--- config.mk ---
export PLATFORM = sky130hd
export DESIGN_NAME = qphi_ctrl
export DESIGN_NICKNAME = d
export VERILOG_FILES = /design/src/rtl/qphi_pkg.sv /design/src/rtl/qphi_ctrl.sv
export SDC_FILE = /design/constraint.sdc
export NUM_CORES = 1
export LEC_CHECK = 0
export BUFFER_PORTS_ARGS = -buffer_cell sky130_fd_sc_hd__buf_2
export CORE_AREA = 2 2 39 41
export CTS_BUF_LIST = sky130_fd_sc_hd__clkbuf_8
export DETAILED_ROUTE_END_ITERATION = 10
export DIE_AREA = 0 0 41 43
export PLACE_DENSITY_LB_ADDON = 0.05
export SYNTH_ARGS = -nofsm -noshare
export SYNTH_HDL_FRONTEND = slang
export SYNTH_SLANG_ARGS = --single-unit
--- constraint.sdc ---
create_clock -name i_clk -period 1.5 [get_ports i_clk]
set_input_delay 0.075 -clock i_clk [delete_from_list [all_inputs] [get_ports i_clk]]
set_output_delay 0.075 -clock i_clk [all_outputs]
set_load 0.01 [all_outputs]
--- src/rtl/qphi_pkg.sv ---
// Shared constants and controller/datapath interface types for the hash insert block.
`default_nettype none

package qphi_pkg;

    // Fixed field widths of the block's ports.
    localparam int SLOT_W = 10;
    localparam int CFG_W  = 11;

    // Default sizing of the table and of the key.
    localparam int DEF_TABLE_DEPTH = 1024;
    localparam int DEF_KEY_WIDTH   = 31;

    // Table size minimum and reset value.
    localparam int SIZE_MIN   = 2;
    localparam int SIZE_RESET = 2;

    // Key bits consumed by the remainder unit in each cycle.
    localparam int DIV_STEP_BITS = 4;

    // Odd probe offsets grow by this much per collision.
    localparam int STEP_INC = 2;

    // Commands from the controller to the datapath.
    typedef struct packed {
        logic load;
        logic div_step;
        logic probe_init;
        logic mem_rd;
        logic advance;
        logic store;
        logic fail;
        logic clr;
    } t_dp_cmd;

    // Status from the datapath to the controller.
    typedef struct packed {
        logic div_last;
        logic clr_last;
        logic hit;
        logic full_next;
    } t_dp_sts;

endpackage

`default_nettype wire

--- src/rtl/qphi_ctrl.sv ---
// Controller state machine: clearing pass, remainder, probe walk and result.
`default_nettype none

module qphi_ctrl
    import qphi_pkg::*;
(
    input  wire logic    i_clk,
    input  wire logic    i_rst_n,
    input  wire logic    i_start,
    input  wire t_dp_sts i_sts,
    output t_dp_cmd      o_cmd,
    output logic         o_busy
);

    localparam logic [2:0] S_CLEAR = 3'd0;
    localparam logic [2:0] S_IDLE  = 3'd1;
    localparam logic [2:0] S_DIV   = 3'd2;
    localparam logic [2:0] S_INIT  = 3'd3;
    localparam logic [2:0] S_READ  = 3'd4;
    localparam logic [2:0] S_CHECK = 3'd5;

    logic [2:0] r_state;
    logic [2:0] n_state;

    // Next state and commands.
    always_comb begin
        n_state = r_state;
        o_cmd   = '0;
        case (r_state)
            S_CLEAR: begin
                o_cmd.clr = 1'b1;
                if (i_sts.clr_last) begin
                    n_state = S_IDLE;
                end
            end
            S_IDLE: begin
                if (i_start) begin
                    o_cmd.load = 1'b1;
                    n_state    = S_DIV;
                end
            end
            S_DIV: begin
                o_cmd.div_step = 1'b1;
                if (i_sts.div_last) begin
                    n_state = S_INIT;
                end
            end
            S_INIT: begin
                o_cmd.probe_init = 1'b1;
                n_state          = S_READ;
            end
            S_READ: begin
                o_cmd.mem_rd = 1'b1;
                n_state      = S_CHECK;
            end
            S_CHECK: begin
                if (i_sts.hit) begin
                    o_cmd.store = 1'b1;
                    n_state     = S_IDLE;
                end else if (i_sts.full_next) begin
                    o_cmd.fail = 1'b1;
                    n_state    = S_IDLE;
                end else begin
                    o_cmd.advance = 1'b1;
                    n_state       = S_READ;
                end
            end
            default: begin
                n_state = S_IDLE;
            end
        endcase
    end

    // State register; reset starts the clearing pass.
    always_ff @(posedge i_clk) begin
        if (!i_rst_n) begin
            r_state <= S_CLEAR;
        end else begin
            r_state <= n_state;
        end
    end

    assign o_busy = (r_state != S_IDLE);

endmodule

`default_nettype wire

==> results.sh <==
export IMPL_worstPathRequired_ns=1.42
export IMPL_yosysTopAreaCell="dfxtp_1"
export IMPL_clk_path_buf_depth=2
export IMPL_slew_headroom_pct=79.07
export IMPL_min_period_over_period_pct=87.72
export IMPL_startpoint_type="flip-flop"
export IMPL_crit_end="o_cmd[1]"
export IMPL_p_leak_nw=0.1820
export IMPL_gp_congestion=0.6737
export IMPL_num_antenna_cells=0
export IMPL_syn_inst=29
export IMPL_r2r_end="r_state[0]"
export IMPL_hold_class="primary input to flip-flop"
export IMPL_viasPerCell=4.079
export IMPL_ys_types=19
export IMPL_avgSynthCellArea_um2=7.852
export IMPL_synth_compound_area_share_pct=14.84
export IMPL_powerDensity_mw_per_mm2=1043
export IMPL_stdcell_area_um2=365.4
export IMPL_io_buffers=15
export IMPL_endpoint_kind="output port"
export IMPL_wl_per_cell_um=10.00
export IMPL_slowest_delay_ns=0.38
export IMPL_hold_slack_ns=0.09589
export IMPL_cts_sinks=3
export IMPL_arrival_ns=1.24
export IMPL_drv_slew=0
export IMPL_largest_register="r_state"
export IMPL_fin_tns_setup_ns=0
export IMPL_post_cts_resized=0
export IMPL_yosysSeqAreaShare_pct=26.37
export IMPL_core_area_mm2=0.001384
export IMPL_status="completed"
export IMPL_overflow=0
export IMPL_io_pins=16
export IMPL_clock_root_buffer="clkbuf_8"
export IMPL_drt_first_pass_iters=2
export IMPL_fin_crit_ns=1.316
export IMPL_reg2regPathDepth=3
export IMPL_finalHoldViolCount=0
export IMPL_cts_setup_buffers=0
export IMPL_drive_above_1_share_pct=44.68
export IMPL_synth_area_leaders="dfxtp_1, nor3b_1, nor2_1"
export IMPL_grt_pass1_wl_mm=1.055
export IMPL_dieArea_mm2=0.001763
export IMPL_fin_nets=55
export IMPL_critical_path_class="flip-flop to output port"
export IMPL_grt_use_total_pct=9.519
export IMPL_clock_latency_ns=0.21
export IMPL_drt_total_wl_um=630
export IMPL_cp_max_fo=8
export IMPL_initial_core_util_pct=16.46
export IMPL_yosys_area_share_adder_pct=0
export IMPL_grt_pass1_vias=247
export IMPL_dpl_cell_area_um2=319.1
export IMPL_max_vdd_ir_drop_mv=0.3363
export IMPL_crit_chain="nor2b_4, nand2_1, nor3b_1, buf_2"
export IMPL_syn_nets=36
export IMPL_drc=0
export IMPL_syn_area_um2=227.7
export IMPL_reg2reg_slack_ns=0.34
export IMPL_cts_hold_buf=0
export IMPL_yosysWarnings=0
export IMPL_yosys_register_bits=3
export IMPL_die_h_um=43
export IMPL_r2r_start="r_state[1]"
export IMPL_synthMuxAreaShare_pct=4.396
export IMPL_max_slew_worst_pin_slew_ns=0.3135
export IMPL_cts_tree="built"
export IMPL_antenna_found_initial=0
export IMPL_rsz0062_at_grt="no"
export IMPL_rows=14
export IMPL_largest_reg_flops=3
export IMPL_grt_max_degree=12
export IMPL_largest_registers="r_state (3)"
export IMPL_crit_slowest_cell="dfxtp_2"
export IMPL_yosys_area_share_simple_pct=51.10
export IMPL_numCtsBuffers=3
export IMPL_htreeDepth=1
export IMPL_die_w_um=41
export IMPL_worstSetupStartpoint="r_state[0]"
export IMPL_finalClockSkew_ns=0.0002879
export IMPL_dr_total_vias=257
export IMPL_syn_to_final_growth_pct=60.44
export IMPL_antenna_left=0
export IMPL_synth_top_cell_area_share_pct=26.37
export IMPL_synth_xor_area_share_pct=0
export IMPL_fmaxAchievable_ghz=0.7600
export IMPL_setup_viol=0
export IMPL_drt_iter0_drc=1
export IMPL_path_clk_slew_ns=0.03
export IMPL_cap_violations=0
export IMPL_synth_top_family_by_area="simple AND/OR/NAND/NOR gates"
## synthesized netlist by cell type
master	n
nor2_1	4
nor3b_1	4
dfxtp_1	3
nand2_1	2
nor3_1	2
a21boi_0	1
a21oi_1	1
and3_1	1
and3b_1	1
clkbuf_1	1
inv_1	1
mux2i_1	1
nand2b_1	1
nor2b_1	1
nor2b_4	1
nor3b_2	1
o21a_1	1
o21ai_0	1
o31a_1	1
## kinds of logic after synthesis
logic type,count (synthesis)
buf+inv,2
flops,3
compound gates,5
simple gates,18
mux,1
## worst max-delay path, delay by kind of cell, from the launching register on
kind / cells / cell delay, ns
AND/OR/NAND/NOR: 3 / 0.50
flip-flops: 1 / 0.38
buffers and inverters: 1 / 0.15
## metrics by stage
stage | setup slack, ns | total power, mW | instances | util (%)
5_1_grt | 0.03334 | 0.4086 | 63 | 26.40
6_report | 0.1843 | 0.3809 | 63 | 26.40
3_5_place_dp | 0.3022 | 0.1586 | 59 | 23.06
3_3_place_gp | 0.3204 | 0.1581 | 59 | 23.06
2_1_floorplan | 0.4060 | 0.1302 | 29 | -
4_1_cts | 0.06562 | 0.3900 | 63 | 26.31
## power by group
group,internal (mW),switching (mW)
registers,0.0862,0.0110
logic,0.0315,0.0279
clock network,0.174,0.0504
total,0.292,0.0893
## placed cells by master (no fill, tap or decap), types with 2 or more instances in the layout
cell and count:
buf_2 15, clkbuf_8 3, dfxtp_1 2, inv_1 2, nand2_1 2, nor2_1 4
nor3_1 2, nor3b_1 4
## final cells by class
cell class,count,area (um^2)
sequential,3,61.31
clock buffer,3,41.29
inverter,1,3.754
multi-input combinational,24,160.2
fill,165,1018
timing repair buffer,15,75.07
clock inverter,1,3.754
tap,16,20.02
## layer usage
layer	track usage [%]	share of wire, %	routed length [um]
met1	11.50	45	282
met2	11.56	47	296
met5	0	0	0
met3	3.665	8.3	52
met4	10.00	0	0
## how the worst min path moves through the flow
stage,startpoint,endpoint,slack (ns),cells after the start
floorplan,i_rst_n,r_state[2],0.19,1
global placement,i_rst_n,r_state[2],0.32,2
detailed placement,i_rst_n,r_state[2],0.31,2
CTS,i_rst_n,r_state[2],0.09,2
global route,i_rst_n,r_state[2],0.10,2
finish,i_rst_n,r_state[2],0.1,2
No activity file was read; power rests on OpenSTA's default activity.
